[config.mk]
export PLATFORM = sky130hd
export DESIGN_NAME = rc4_key_schedule_unit
export DESIGN_NICKNAME = d
export VERILOG_FILES = /design/src/rcks_pkg.sv /design/src/rcks_ram.sv /design/src/rcks_ctrl.sv /design/src/rcks_dp.sv /design/src/rc4_key_schedule_unit.sv
export SDC_FILE = /design/constraint.sdc
export NUM_CORES = 2
export LEC_CHECK = 0
export ABC_AREA = 1
export ABC_CLOCK_PERIOD_IN_PS = 13700
export BUFFER_PORTS_ARGS = -buffer_cell sky130_fd_sc_hd__buf_2
export CAP_MARGIN = 40
export CORE_MARGIN = 2
export CORE_UTILIZATION = 50
export DETAILED_ROUTE_END_ITERATION = 16
export PLACE_DENSITY_LB_ADDON = 0.08
export SETUP_SLACK_MARGIN = 0.15
export SLEW_MARGIN = 10
export SYNTH_ARGS = -nofsm -noshare
export SYNTH_HDL_FRONTEND = slang
export SYNTH_HIERARCHICAL = 1
export SYNTH_SLANG_ARGS = --single-unit
[constraint.sdc]
create_clock -name clk -period 13.7 [get_ports clk]
set_input_delay 1.37 -clock clk [delete_from_list [all_inputs] [get_ports clk]]
set_output_delay 1.37 -clock clk [all_outputs]
set_load 0.02 [all_outputs]
[src/rcks_pkg.sv]
// ----------------------------------------------------------------------------
// RC4 key schedule package
// Shared constants, word types, controller commands and states.
// ----------------------------------------------------------------------------
package rcks_pkg;

  localparam int KEY_DEPTH  = 64;
  localparam int KEY_AW     = $clog2(KEY_DEPTH);
  localparam int CNT_W      = $clog2(KEY_DEPTH + 1);
  localparam int BYTE_W     = 8;
  localparam int PERM_DEPTH = 256;
  localparam int LEN_W      = 7;

  localparam logic [LEN_W-1:0] LEN_RESET = 7'd48;

  localparam logic KIND_LOAD = 1'b0;
  localparam logic KIND_READ = 1'b1;

  typedef struct packed {
    logic              kind;
    logic [BYTE_W-1:0] key_byte;
    logic [BYTE_W-1:0] read_index;
  } item_t;

  typedef struct packed {
    logic [BYTE_W-1:0] entry_value;
    logic [BYTE_W-1:0] final_index;
    logic              schedule_done;
  } result_t;

  typedef struct packed {
    logic accept_load;
    logic accept_read;
    logic fill;
    logic rd_p;
    logic rd_j;
    logic wr_p;
    logic wr_j;
    logic read_out;
  } cmd_t;

  typedef struct packed {
    logic key_complete;
    logic p_last;
  } status_t;

  typedef enum logic [7:0] {
    ST_INIT = 8'b0000_0001,
    ST_IDLE = 8'b0000_0010,
    ST_READ = 8'b0000_0100,
    ST_FILL = 8'b0000_1000,
    ST_RDP  = 8'b0001_0000,
    ST_RDJ  = 8'b0010_0000,
    ST_WRP  = 8'b0100_0000,
    ST_WRJ  = 8'b1000_0000
  } state_t;

endpackage

[src/rcks_ram.sv]
// ----------------------------------------------------------------------------
// Generic RAM
// One write port, one read port, registered read data.
// ----------------------------------------------------------------------------
module rcks_ram #(
  parameter int WIDTH = 8,
  parameter int DEPTH = 256
) (
  input  logic                     clk,
  input  logic                     we,
  input  logic [$clog2(DEPTH)-1:0] waddr,
  input  logic [WIDTH-1:0]         wdata,
  input  logic [$clog2(DEPTH)-1:0] raddr,
  output logic [WIDTH-1:0]         rdata
);

  logic [WIDTH-1:0] mem [DEPTH];

  always_ff @(posedge clk) begin
    if (we) begin
      mem[waddr] <= wdata;
    end
    rdata <= mem[raddr];
  end

endmodule

[src/rcks_ctrl.sv]
// ----------------------------------------------------------------------------
// RC4 key schedule controller
// Sequences reset fill, reads, key loads and the 256-step swap schedule.
// ----------------------------------------------------------------------------
module rcks_ctrl (
  input  logic             clk,
  input  logic             rst,
  input  logic             start,
  input  logic             kind,
  input  rcks_pkg::status_t status,
  output rcks_pkg::cmd_t   cmd,
  output logic             busy
);

  rcks_pkg::state_t state, state_next;

  always_ff @(posedge clk) begin
    if (rst) begin
      state <= rcks_pkg::ST_INIT;
    end else begin
      state <= state_next;
    end
  end

  always_comb begin
    state_next = state;
    cmd        = '0;
    unique case (state)
      rcks_pkg::ST_INIT: begin
        cmd.fill = 1'b1;
        if (status.p_last) state_next = rcks_pkg::ST_IDLE;
      end
      rcks_pkg::ST_IDLE: begin
        if (start) begin
          if (kind == rcks_pkg::KIND_READ) begin
            cmd.accept_read = 1'b1;
            state_next      = rcks_pkg::ST_READ;
          end else begin
            cmd.accept_load = 1'b1;
            if (status.key_complete) state_next = rcks_pkg::ST_FILL;
          end
        end
      end
      rcks_pkg::ST_READ: begin
        cmd.read_out = 1'b1;
        state_next   = rcks_pkg::ST_IDLE;
      end
      rcks_pkg::ST_FILL: begin
        cmd.fill = 1'b1;
        if (status.p_last) state_next = rcks_pkg::ST_RDP;
      end
      rcks_pkg::ST_RDP: begin
        cmd.rd_p   = 1'b1;
        state_next = rcks_pkg::ST_RDJ;
      end
      rcks_pkg::ST_RDJ: begin
        cmd.rd_j   = 1'b1;
        state_next = rcks_pkg::ST_WRP;
      end
      rcks_pkg::ST_WRP: begin
        cmd.wr_p   = 1'b1;
        state_next = rcks_pkg::ST_WRJ;
      end
      rcks_pkg::ST_WRJ: begin
        cmd.wr_j   = 1'b1;
        state_next = status.p_last ? rcks_pkg::ST_IDLE : rcks_pkg::ST_RDP;
      end
      default: begin
        state_next = rcks_pkg::ST_INIT;
      end
    endcase
  end

  assign busy = (state != rcks_pkg::ST_IDLE);

endmodule

[src/rcks_dp.sv]
// ----------------------------------------------------------------------------
// RC4 key schedule datapath
// Key store, permutation memory, indices, length register and result word.
// ----------------------------------------------------------------------------
module rcks_dp (
  input  logic                         clk,
  input  logic                         rst,
  input  rcks_pkg::cmd_t               cmd,
  input  rcks_pkg::item_t              item,
  input  logic                         cfg_we,
  input  logic [rcks_pkg::LEN_W-1:0]   cfg_data,
  output rcks_pkg::status_t            status,
  output rcks_pkg::result_t            result,
  output logic                         result_strobe
);

  localparam int BW = rcks_pkg::BYTE_W;
  localparam int LW = rcks_pkg::LEN_W;
  localparam int CW = rcks_pkg::CNT_W;
  localparam int KW = rcks_pkg::KEY_AW;

  logic [LW-1:0] key_length;
  logic [CW-1:0] loaded_count;
  logic          done_flag;
  logic [BW-1:0] swap_index;
  logic [BW-1:0] p;
  logic [KW-1:0] kp;
  logic [BW-1:0] j;
  logic [BW-1:0] t;

  logic [LW-1:0] eff_len;
  logic [CW-1:0] count_inc;
  logic [LW-1:0] kp_inc;
  logic          kp_wrap;
  logic [BW-1:0] jn;
  logic          p_last;
  logic          key_we;

  logic          perm_we;
  logic [BW-1:0] perm_waddr;
  logic [BW-1:0] perm_wdata;
  logic [BW-1:0] perm_raddr;
  logic [BW-1:0] perm_rdata;
  logic [BW-1:0] key_rdata;

  always_comb begin
    eff_len = key_length;
    if (key_length == '0) eff_len = LW'(1);
    if (key_length > LW'(rcks_pkg::KEY_DEPTH)) eff_len = LW'(rcks_pkg::KEY_DEPTH);
  end

  assign count_inc           = loaded_count + CW'(1);
  assign status.key_complete = (count_inc >= CW'(eff_len));
  assign p_last              = &p;
  assign status.p_last       = p_last;
  assign kp_inc              = LW'(kp) + LW'(1);
  assign kp_wrap             = (kp_inc >= eff_len);
  assign jn                  = j + perm_rdata + key_rdata;
  assign key_we              = cmd.accept_load && (loaded_count < CW'(rcks_pkg::KEY_DEPTH));

  assign perm_we    = cmd.fill | cmd.wr_p | cmd.wr_j;
  assign perm_waddr = cmd.wr_j ? j : p;
  assign perm_wdata = cmd.fill ? p : (cmd.wr_p ? perm_rdata : t);
  assign perm_raddr = cmd.accept_read ? item.read_index : (cmd.rd_j ? jn : p);

  rcks_ram #(
    .WIDTH(BW),
    .DEPTH(rcks_pkg::PERM_DEPTH)
  ) u_perm (
    .clk  (clk),
    .we   (perm_we),
    .waddr(perm_waddr),
    .wdata(perm_wdata),
    .raddr(perm_raddr),
    .rdata(perm_rdata)
  );

  rcks_ram #(
    .WIDTH(BW),
    .DEPTH(rcks_pkg::KEY_DEPTH)
  ) u_key (
    .clk  (clk),
    .we   (key_we),
    .waddr(loaded_count[KW-1:0]),
    .wdata(item.key_byte),
    .raddr(kp),
    .rdata(key_rdata)
  );

  // control state
  always_ff @(posedge clk) begin
    if (rst) begin
      key_length    <= rcks_pkg::LEN_RESET;
      loaded_count  <= '0;
      done_flag     <= 1'b0;
      swap_index    <= '0;
      p             <= '0;
      result_strobe <= 1'b0;
    end else begin
      result_strobe <= 1'b0;
      if (cfg_we) key_length <= cfg_data;
      if (cmd.fill) p <= p + BW'(1);
      if (cmd.accept_load) begin
        if (status.key_complete) begin
          loaded_count <= '0;
        end else begin
          loaded_count  <= count_inc;
          result_strobe <= 1'b1;
          if (loaded_count == '0) done_flag <= 1'b0;
        end
      end
      if (cmd.read_out) result_strobe <= 1'b1;
      if (cmd.wr_j) begin
        p <= p + BW'(1);
        if (p_last) begin
          swap_index    <= j;
          done_flag     <= 1'b1;
          result_strobe <= 1'b1;
        end
      end
    end
  end

  // payload
  always_ff @(posedge clk) begin
    if (cmd.accept_load) begin
      j  <= '0;
      kp <= '0;
      result.entry_value   <= '0;
      result.final_index   <= swap_index;
      result.schedule_done <= (loaded_count == '0) ? 1'b0 : done_flag;
    end
    if (cmd.read_out) begin
      result.entry_value   <= perm_rdata;
      result.final_index   <= swap_index;
      result.schedule_done <= done_flag;
    end
    if (cmd.rd_j) begin
      t <= perm_rdata;
      j <= jn;
    end
    if (cmd.wr_j) begin
      kp <= kp_wrap ? '0 : kp_inc[KW-1:0];
      if (p_last) begin
        result.entry_value   <= '0;
        result.final_index   <= j;
        result.schedule_done <= 1'b1;
      end
    end
  end

`ifndef SYNTHESIS
  a_load_word_zero: assert property (@(posedge clk) disable iff (rst)
    (cmd.accept_load && !status.key_complete) |=> (result_strobe && result.entry_value == '0))
    else $error("key load word carries nonzero entry");

  a_sched_end_word: assert property (@(posedge clk) disable iff (rst)
    (cmd.wr_j && p_last) |=> (result_strobe && result.schedule_done && result.final_index == swap_index))
    else $error("schedule end word missing or wrong");

  a_count_bound: assert property (@(posedge clk) disable iff (rst)
    loaded_count < CW'(rcks_pkg::KEY_DEPTH))
    else $error("loaded count out of range");
`endif

endmodule

[src/rc4_key_schedule_unit.sv]
// ----------------------------------------------------------------------------
// RC4 key schedule unit
// Loads key bytes, runs the RC4 key schedule, serves permutation reads.
// ----------------------------------------------------------------------------
//  channel  | ports                          | handshake
//  ---------+--------------------------------+-------------------------------
//  input    | start, busy, item              | taken when start & !busy
//  result   | result_strobe, result          | one-cycle strobe, no stall
//  config   | cfg_we, cfg_data               | written when cfg_we
//
//  Key load that does not finish a key: word next cycle, busy stays low.
//  Read: registered permutation memory read, busy high, then the word.
//  Key load that finishes a key: the permutation is filled with the
//  identity, then per swap step (one read and one write port, registered
//  read) S[p] and S[j] are read and both written back; then the word.
//  After reset busy is high while the permutation is set to the identity;
//  no word is given for that pass.
// ----------------------------------------------------------------------------
module rc4_key_schedule_unit (
  input  logic                         clk,
  input  logic                         rst,
  input  logic                         start,
  output logic                         busy,
  input  rcks_pkg::item_t              item,
  output logic                         result_strobe,
  output rcks_pkg::result_t            result,
  input  logic                         cfg_we,
  input  logic [rcks_pkg::LEN_W-1:0]   cfg_data
);

  rcks_pkg::cmd_t    cmd;
  rcks_pkg::status_t status;

  rcks_ctrl u_ctrl (
    .clk   (clk),
    .rst   (rst),
    .start (start),
    .kind  (item.kind),
    .status(status),
    .cmd   (cmd),
    .busy  (busy)
  );

  rcks_dp u_dp (
    .clk          (clk),
    .rst          (rst),
    .cmd          (cmd),
    .item         (item),
    .cfg_we       (cfg_we),
    .cfg_data     (cfg_data),
    .status       (status),
    .result       (result),
    .result_strobe(result_strobe)
  );

endmodule

After elaboration in Yosys (flattened, before gate mapping)
Memories as Yosys holds them, arrays and structs flattened. A register that Yosys moved wholly into a read port is not among the register bits.
Cells that the tools add are included.

storage, ports and cells
  bits in latches = 0
  bits of input ports = 28
  output and inout port bits = 19
  RAM bits = 2560
  memories kept = 2
  bits in read-only memories = 0
  bits in registers = 79
  word-level logic and storage cells = 98

operators by class
  reductions and logical operators = 10
  multiplexer cells = 49
  bitwise logic cells = 2
  order comparisons = 4
  shifts and indexed selects = 0
  divide/modulo/power cells = 0
  add/sub/neg operators = 5
  multipliers = 0
  equal/unequal tests = 13

memory list
  name             depth  width  rd ports  clocked after memory_dff  wr ports  line            source
  u_dp.u_perm.mem  256    8      1         1                         1         rcks_ram.sv:17  logic [WIDTH-1:0] mem [DEPTH];
  u_dp.u_key.mem   64     8      1         1                         1         rcks_ram.sv:17

operator list
  kind                                                    number
  two-way mux 8 bit                                       14
  two-way mux 17 bit                                      4
  case mux 8 bit (8 select lines)                         1
  two-way mux 1 bit                                       21
  two-way mux 7 bit                                       3
  two-way mux 6 bit                                       3
  adder 8 bit                                             2
  greater-or-equal comparator 7 bit                       2
  zero test 7 bit                                         2
  AND reduction 9 bit                                     1
  adder 8 x 1 -> 8 bit (second input constant)            1
  equality test 8 x 1 -> 1 bit (second input constant)    1
  equality test 8 x 2 -> 1 bit (second input constant)    1
  equality test 8 x 3 -> 1 bit (second input constant)    1
  equality test 8 x 4 -> 1 bit (second input constant)    1
  equality test 8 x 5 -> 1 bit (second input constant)    1
  equality test 8 x 6 -> 1 bit (second input constant)    1
  equality test 8 x 7 -> 1 bit (second input constant)    1
  equality test 8 bit (second input constant)             1
  inequality test 8 x 2 -> 1 bit (second input constant)  1
  AND reduction 8 bit                                     1
  adder 6 x 1 -> 7 bit (second input constant)            1
  adder 7 x 1 -> 7 bit (second input constant)            1
  greater-than comparator 7 bit (second input constant)   1
  other kinds (11)                                        16

Logic depth before layout (Yosys ltp)
  depth in word-level cells = 9
  depth in mapped cells = 25
  gate-level depth less buffers = 20

Cells and area by module
The synthesis kept the hierarchy.

by module, submodules not included
  module                  area an instance (sq um)  cells each  instances  seq. area each (sq um)
  rcks_ram (u_dp.u_perm)  83396.2                   7003        1          61659.1
  rcks_ram (u_dp.u_key)   21339.2                   1805        1          15534.9
  rcks_dp                 4102.7                    513         1          1641.6
  rcks_ctrl               558.0                     91          1          160.2

Least setup slack after synthesis
No wires, ideal clock.

  path kind = register -> register
  start = reg u_ctrl.state[3]
  end = mem u_dp.u_perm.mem[0][0], data pin
  arrival = 8.171 ns
  setup slack = 3.952 ns
  clock period less this slack = 9.748 ns
  setup time = 1.577 ns
  stages on the path, launching flop included = 11
  data required time = 12.123 ns
  buffers on the path = 1
  cell sequence = dfxtp_1 > inv_2 > nand2_2 > nor2_4 > nand3_1 > inv_1 > inv_1 > clkbuf_1 > o21ai_0 > a21oi_1 > a21oi_1

RTL lines
  item                    line             source
  start, declared         rcks_ctrl.sv:15  rcks_pkg::state_t state, state_next;
  start signal, assigned  rcks_ctrl.sv:19  state <= rcks_pkg::ST_INIT;
  start signal, assigned  rcks_ctrl.sv:21  state <= state_next;
  end, declared           rcks_ram.sv:17

==> results.yml <==
place:
  port_buffers: 46
  place_area_mm2: 0.112
  dp_hpwl_um: 168000
  gp_congestion: 0.868
clock_tree:
  numClockSinks: 2655
  clk_pin_slew_ns: 0.06
  cts_hold_buf: 0
  clk_latency_ns: 0.95
  clock_tree.root_cell: "clkbuf_16"
  cts_tree: "yes"
  cts.htree.levels: 5
  numCtsBuffers: 295
  clockBufferDepth: 4
  ctsResizeCount: 0
  cts_setup_buffers: 0
routing:
  wl_um: 305000
  drc: 0
  firstDrtPassIters: 5
  routedWlPerCell_um: 24.6
  vias: 72100
  via_per_inst: 5.83
  dr.first_iter.drc_count: 8063
  ant_nets: 0
pwr:
  power.static_leakage_nw: 42.5
  p_sw_frac: 0.321
  power.density_mw_per_mm2: 190
  power.total_mw: 22.9
  p_comb_frac: 0.237
  seqPwrFrac: 0.444
  ir_drop_v: 0.000261
  p_int_mw: 15.6
  switchingPower_mw: 7.35
  power_frac_clock: 0.319
sta:
  timing.setup.tns_ns: 0
  max_freq_mhz: 162
  final_max_slew_viol_count: 0
  holdWs_ns: 0.466
  rsz0062_at_grt: "false"
  final-hold-violation-count: 0
  relSlewSlack: 0.0774
  skew_ns: 0.0416
  min_period_ns: 6.17
  finalCritPeriodShare: 0.450
  worst_pin_slew_ns: 1.38
  setup_viol: 0
job:
  max_cap_violations: 0
synth:
  synth-seq-area-share: 0.722
  async_reset_ff_frac: 0
  syn-num-nets: 9472
  synth_cell_types: 45
  postSynthCellCount: 9412
  yosys.area.top_type: "edfxtp_1"
  synthTopCellsByArea: "edfxtp_1 (71%), nand3_1 (11%), nand2_1 (9.9%)"
  syn_area_per_cell_um2: 11.6
  synthFlopType: "edfxtp_1"
  synth-seq-cells: 2655
  yosysMostFrequentCell: "nand2_1"
  synth_edf_count: 2582
  synth.cell_area_mm2: 0.109
  synth_commonest_cells: "nand2_1 (2890), edfxtp_1 (2582), nand3_1 (2475)"
  synth_top_area_frac: 0.709
  ys_warn_count: 6
die:
  dieArea_mm2: 0.223
  fp.coreArea_mm2: 0.217
  start_util: 0.503
  die_w_um: 472
  die_y_um: 472
  rows: 171
  ios: 47
critical_path:
  critPathKind: "register to register"
  critPathBufInv: 6
  cp_max_fo: 216
  crit_arrival_ns: 7.03
  end_kind: "register"
  path_cells: "inv_2, nand2_2, nor3_2, nand2_1, nor3_1, buf_4, clkinv_1, nor2_1, a21oi_4, inv_16, buf_4, buf_12, nand2_1, nand3_1, nand3_1, nand3_1, nand3_1, nand3_1, nand3_1, nand2_1, nand2_1, nand2_1"
  critical_path_required_ns: 14.57
  startpoint_type: "register"
  cp_slowest_cell: "buf_4"
  crit_top_cell: "nand3_1"
  crit_family: "simple AND/OR/NAND/NOR gates"
  max_stage_delay_ns: 0.72
global_route:
  antenna_found_initial: 7
  grt_pass1_wl_um: 451000
  grt_start_max_net_pins: 217
  gr-usage-all-layers: 0.270
  grt_pass1_vias: 68000
  grt_overflow: 0
worst_hold_path:
  hold_class: "register to register"
layout:
  nets: 9380
  finish.instance_area_mm2: 0.121
  drive_gt1_frac: 0.0675
  syn_to_final_growth_pct: 10.3
outcome:
  status: "complete, no violations"
## logic make-up after synthesis
kind of cell	Yosys count	share of synthesized area
AO/OA/AOI/OAI	121	0.00636
XOR/XNOR	12	0.000961
adder cells (fa/ha/maj)	32	0.00421
buffers and inverters	744	0.0352
flip-flops	2655	0.722
AND/OR/NAND/NOR	5848	0.231
## metal layers
metal,global-route usage,vias up,routed length (um)
met5,0,-,30
met4,0.0907,4,10100
met3,0.0423,499,23200
met2,0.426,2863,144000
met1,0.384,35700,128000
li1,-,33000,-
## worst min-delay path, stage by stage, from the launching register on
cell and delay, ns:
dfxtp_1 0.31, nand2_1 0.06, a31oi_1 0.07
## worst paths after layout
check,startpoint,end,slack (ns),cells after the start
max reg2reg,u_ctrl/state[3],u_dp/u_perm/rdata[5],7.53,22
min,u_dp/swap_index[4],u_dp/result[5],0.47,2
min reg2reg,u_dp/swap_index[4],u_dp/result[5],0.47,2
max,u_ctrl/state[3],u_dp/u_perm/rdata[5],7.53,22
## through the flow
step,std cells,utilization,setup slack [ns]
after floorplan,9412,-,3.95
after global routing,12400,0.555,7.16
final,12400,0.555,7.53
after detailed placement,11900,0.515,6.87
after CTS,12400,0.555,7.58
after global placement,11800,0.511,6.69
## cell type report
type | count | area, um^2
diodes | 5 | 12.5
clock buffers | 360 | 7830
clock inverters | 131 | 885
fillers | 18300 | 96700
inverters | 134 | 547
multi-input cells | 6013 | 26700
flip-flops and latches | 2655 | 79000
well taps | 2854 | 3570
repair buffers | 221 | 2160
## placed cells by master (no fill, tap or decap), types with 6 or more instances in the layout
| cell | netlist | final |
|---|---|---|
| nand2_1 | 2890 | 2888 |
| edfxtp_1 | 2582 | 2582 |
| nand3_1 | 2475 | 2475 |
| nor2_1 | 411 | 411 |
| clkbuf_16 | 0 | 303 |
| buf_4 | 61 | 126 |
| inv_1 | 120 | 116 |
| clkinv_1 | 1 | 80 |
| dfxtp_1 | 73 | 73 |
| clkbuf_1 | 133 | 54 |
| buf_2 | 308 | 46 |
| o21ai_0 | 43 | 42 |
| a21oi_1 | 48 | 42 |
| clkinv_2 | 0 | 32 |
| ha_1 | 24 | 24 |
| buf_12 | 0 | 21 |
| nor3_1 | 17 | 17 |
| nand4_1 | 16 | 16 |
| buf_16 | 0 | 14 |
| bufinv_16 | 0 | 12 |
| nand2_2 | 10 | 12 |
| inv_2 | 11 | 11 |
| xor2_1 | 9 | 9 |
| a31oi_1 | 9 | 9 |
| nor4_1 | 9 | 9 |
| inv_6 | 1 | 8 |
| fa_1 | 8 | 8 |
| buf_6 | 54 | 8 |
| a22o_1 | 6 | 6 |
| buf_8 | 3 | 6 |
## state kept, by name, indices dropped and copies added, names as in the netlist
| signal | count |
|---|---|
| u_ctrl/state | 8 |
| u_dp/done_flag | 1 |
| u_dp/j | 8 |
| u_dp/key_length | 7 |
| u_dp/kp | 6 |
| u_dp/loaded_count | 7 |
| u_dp/p | 8 |
| u_dp/result | 17 |
| u_dp/result_strobe | 1 |
| u_dp/swap_index | 8 |
| u_dp/t | 8 |
| u_dp/u_key/mem | 512 |
| u_dp/u_key/rdata | 8 |
| u_dp/u_perm/mem | 2048 |
| u_dp/u_perm/rdata | 8 |
## power by group through the flow
| stage | sequential, mW | clock, mW | combinational (mW) |
|---|---|---|---|
| 4_1_cts | 10.2 | 7.44 | 5.43 |
| 6_report | 10.2 | 7.31 | 5.43 |
| 2_1_floorplan | 10.8 | 0 | 3.32 |
| 3_5_place_dp | 10.4 | 0 | 5.42 |
| 3_3_place_gp | 10.4 | 0 | 5.25 |
| 5_1_grt | 10.2 | 7.74 | 5.91 |
Note: power is estimated with default switching activity, not from simulation.
